## src/rtl/sme_pkg.sv

```systemverilog
package sme_pkg;

   // Default geometry
   localparam int MATRIX_WIDTH_DEF  = 32;
   localparam int MATRIX_HEIGHT_DEF = 16;
   localparam int STORE_BYTES_DEF   = 1536;

   // Internal coordinate, pixel index and byte address widths (cover the parameter ranges)
   localparam int COORD_W = 11;
   localparam int PIX_W   = 18;
   localparam int BADDR_W = 20;

   // Action codes
   localparam logic [2:0] ACT_CLEAR = 3'd0;
   localparam logic [2:0] ACT_DIM   = 3'd1;
   localparam logic [2:0] ACT_POINT = 3'd2;
   localparam logic [2:0] ACT_LINE  = 3'd3;
   localparam logic [2:0] ACT_RECT  = 3'd4;
   localparam logic [2:0] ACT_READ  = 3'd5;

   // Divider result bundle
   typedef struct packed {
      logic       done;
      logic [7:0] quotient;
      logic [7:0] remainder;
   } div_result_type;

   // byte * factor / 256, saturated at 255
   function automatic logic [7:0] dim_byte(input logic [7:0] b, input logic [8:0] f);
      logic [16:0] prod;
      prod = 17'(b) * 17'(f);
      if (prod[16]) begin
         return 8'hFF;
      end
      return prod[15:8];
   endfunction

endpackage

```

## src/rtl/sme_divider.sv

```systemverilog
module sme_divider (
   input  logic                   clock,
   input  logic                   reset,
   input  logic                   start,
   input  logic [7:0]             dividend,
   input  logic [7:0]             divisor,
   output sme_pkg::div_result_type result
);
   import sme_pkg::*;

   logic       busy_ff, busy_in;
   logic       done_ff, done_in;
   logic [2:0] cnt_ff, cnt_in;
   logic [7:0] num_ff, num_in;
   logic [7:0] rem_ff, rem_in;
   logic [7:0] den_ff, den_in;
   logic [8:0] shifted;

   // One restoring step per cycle, quotient bits shift into num
   always_comb begin
      busy_in = busy_ff;
      done_in = 1'b0;
      cnt_in  = cnt_ff;
      num_in  = num_ff;
      rem_in  = rem_ff;
      den_in  = den_ff;
      shifted = {rem_ff, num_ff[7]};
      if (start) begin
         busy_in = 1'b1;
         cnt_in  = 3'd0;
         num_in  = dividend;
         rem_in  = 8'd0;
         den_in  = divisor;
      end else if (busy_ff) begin
         if (shifted >= {1'b0, den_ff}) begin
            rem_in = 8'(shifted - {1'b0, den_ff});
            num_in = {num_ff[6:0], 1'b1};
         end else begin
            rem_in = shifted[7:0];
            num_in = {num_ff[6:0], 1'b0};
         end
         cnt_in = cnt_ff + 3'd1;
         if (cnt_ff == 3'd7) begin
            busy_in = 1'b0;
            done_in = 1'b1;
         end
      end
   end

   always_ff @(posedge clock) begin
      if (reset) begin
         busy_ff <= 1'b0;
         done_ff <= 1'b0;
         cnt_ff  <= 3'd0;
      end else begin
         busy_ff <= busy_in;
         done_ff <= done_in;
         cnt_ff  <= cnt_in;
      end
      num_ff <= num_in;
      rem_ff <= rem_in;
      den_ff <= den_in;
   end

   assign result.done      = done_ff;
   assign result.quotient  = num_ff;
   assign result.remainder = rem_ff;

endmodule
```

## config.mk

```make
export PLATFORM = sky130hd
export DESIGN_NAME = sme_divider
export DESIGN_NICKNAME = d
export VERILOG_FILES = /design/src/rtl/sme_pkg.sv /design/src/rtl/sme_divider.sv
export SDC_FILE = /design/constraint.sdc
export NUM_CORES = 1
export LEC_CHECK = 0
export ABC_AREA = 1
export BUFFER_PORTS_ARGS = -buffer_cell sky130_fd_sc_hd__buf_4
export CORE_ASPECT_RATIO = 0.6
export CORE_UTILIZATION = 29
export DETAILED_ROUTE_END_ITERATION = 10
export GPL_TIMING_DRIVEN = 0
export PLACE_DENSITY = 0.47
export SYNTH_ARGS = -nofsm -noshare
export SYNTH_HDL_FRONTEND = slang
export SYNTH_SLANG_ARGS = --single-unit
```

## constraint.sdc

```tcl
create_clock -name clock -period 2.45 [get_ports clock]
set_input_delay 0.3675 -clock clock [delete_from_list [all_inputs] [get_ports clock]]
set_output_delay 0.3675 -clock clock [all_outputs]
set_load 0.01 [all_outputs]
```

==> reports/metrics.cfg <==
[run_status]
status=finished, final reports clean

[global_routing]
use_met1=0.233
grt_antenna_before_repair=0
grt-ovfl-total=0
grt_pass1_vias=1183
gr-usage-met3=0.0456
grt_pass1_wl_mm=6.20
grt_usage=0.145
grt_max_degree=11
grt_util_met2=0.165
top_usage_layer=met1

[placed_design]
gp_congestion=0.781
port_buffers=35
hpwlAfterDp_mm=2.85
dp_cells=303

[min_path]
min_path_cells=1
hold_end=den_ff[1]
min_path_type=in2reg
min-delay-start=divisor[1]

[detailed_routing]
viasPerCell=4.31
dr.pass1.iters=4
drtIter0Drc=75
antenna_left=0
vias=1341
route.detailed.wl_per_inst_microns=12.4
routed_wl_mm=3.85
drc=0

[die]
rows=20
coreArea_sq_um=5260
die_w_microns=99.0
io_pins=36
die_h_microns=60.2
dieArea_sq_um=5960
initial_core_util=0.312

[sta]
hold_viol=0
fmax_mhz=550
setup-tns-final_ps=0
finalSetupViolCount=0
slew-limit-headroom=0.448
rsz0062_at_grt=false
fin_crit_ps=1820
fin_worst_skew_ps=5.97
slew_viol_final=0
min_period_over_period=0.742
tightest_slew_ps=826

[logic_synthesis]
synth.top_cell.area_share=0.293
synth.avg_cell_area_sq_um=8.11
ys_ff_latch=29
yosys.cell_types.count=28
synth_top_area_cell=edfxtp_1
netlist_area_sq_um=1640
synth-async-reset-ratio=0
synth_edf_count=16
yosys_most_used_dff=edfxtp_1
synth_most_common_cell=nand2_1
ys_warn_count=0
synth_area_leaders=edfxtp_1, nand2_1, dfxtp_1
synth_cells=202
yosysSeqAreaShare=0.452
ys_top_cells_by_count=nand2_1, inv_1, edfxtp_1, nand3_1, dfxtp_1
syn-num-nets=232

[layout]
drive_above_1_share=0.216
ff_latch_area_sq_um=741
diodes=0
n_fill_cell=560
num-nets-final=274
multi_input_area_sq_um=768
syn2layout_area_growth_pct=26.4
finalNonFillerCells=311
fin_util=0.394

[critical_path]
rr_worst_depth=10
r2r-start=rem_ff[1]
cp-end-kind=register
start_kind=input port
crit_arrival_ps=1770
rrSetupSlack_ps=680
critical-path-max-stage-delay_ps=650
r2r-end=rem_ff[1]
path_max_fanout=10
crit_path_top_delay_cell=nor2_1
critical_path_class=in2reg
cp.required_ps=2400
path_cells=buf_4 > buf_2 > nor2_1 > inv_1

[clock_network]
cts_hold_buf=0
path_clk_slew_ps=70
clock_path_buffers=2
cts-root-buf=clkbuf_8
cts_num_sinks=29
cts_tree=built
post-cts-setup-buffers=0
numCtsBuffers=5
insertion_delay_ps=280
cts-resized-gates=0
cts_htree_levels=2

[job]
maxCapViolCount=0

[power]
leakagePower_nw=1.06
pwr_density_cell_nw_per_um2=577
ir_drop_mv=0.209

## cell type report
type	count	share of cell area
multi-input combinational	142	0.371
clock inverter	3	0.00846
buffer	3	0.0115
timing repair buffer	35	0.127
tap	66	0.0399
inverter	28	0.0508
sequential	29	0.358
clock buffer	5	0.0333
## cell usage in the layout (no fill, tap or decap), types with 2 or more instances in the layout
master and count:
dfxtp_1 13, nand3b_1 6, ha_1 10, or2_2 3, nand4_1 2, clkinv_2 2, nand2_1 81, inv_1 27
nand3_1 14, clkbuf_8 5, xor2_1 2, buf_4 36, edfxtp_1 16, a21oi_1 6, nor2_1 6
## routing by layer
metal,routed length [microns],share of wire
met1,2310,0.60
met2,1340,0.35
met3,195,0.051
met4,2,0.00052
met5,0,0
## how the worst max path moves through the flow
stage / startpoint / endpoint / slack (ps) / cells past startpoint
after global placement: start / num_ff[7] / 300 / 4
final: start / num_ff[7] / 630 / 4
after detailed placement: start / num_ff[5] / 320 / 4
after floorplan: num_ff[7] / rem_ff[4] / 820 / 8
after global routing: start / num_ff[4] / 470 / 4
after CTS: start / num_ff[7] / 610 / 4
## sequential cells by signal, summed over array words and instances, names as in the netlist
name,flops
busy_ff,1
cnt_ff,3
den_ff,8
done_ff,1
num_ff,8
rem_ff,8
## logic make-up (layout without fill, tap and decap cells)
family                     Yosys count  after routing  synth area share
adders and majority gates           11             11            0.0886
DFF                                 29             29             0.452
buffers and inverters               31             74            0.0787
AOI/OAI and AO/OA                    9              9            0.0313
xor gates and xnor gates             3              3            0.0160
and+or+nand+nor                    119            119             0.333
## power by group
| part | internal (mW) | total, mW | switching, mW |
|---|---|---|---|
| clock network | 0.196 | 0.392 | 0.197 |
| logic | 0.102 | 0.232 | 0.130 |
| registers | 0.550 | 0.570 | 0.0195 |
| total | 0.848 | 1.19 | 0.347 |
## per-stage QoR
stage | hold slack (ps) | cell area (sq um) | power (mW) | worst slack (ps)
floorplan | 440 | 1640 | 0.721 | 821
global placement | 456 | 1980 | 0.815 | 301
detailed placement | 461 | 1980 | 0.814 | 320
CTS | 243 | 2070 | 1.22 | 611
global route | 240 | 2070 | 1.27 | 467
finish | 256 | 2070 | 1.19 | 631
## worst max-delay path, delay by kind of cell
family | cells | cell delay [ps]
buffers and inverters | 3 | 750
and+or+nand+nor | 1 | 650
Note: power is estimated with default switching activity, not from simulation.
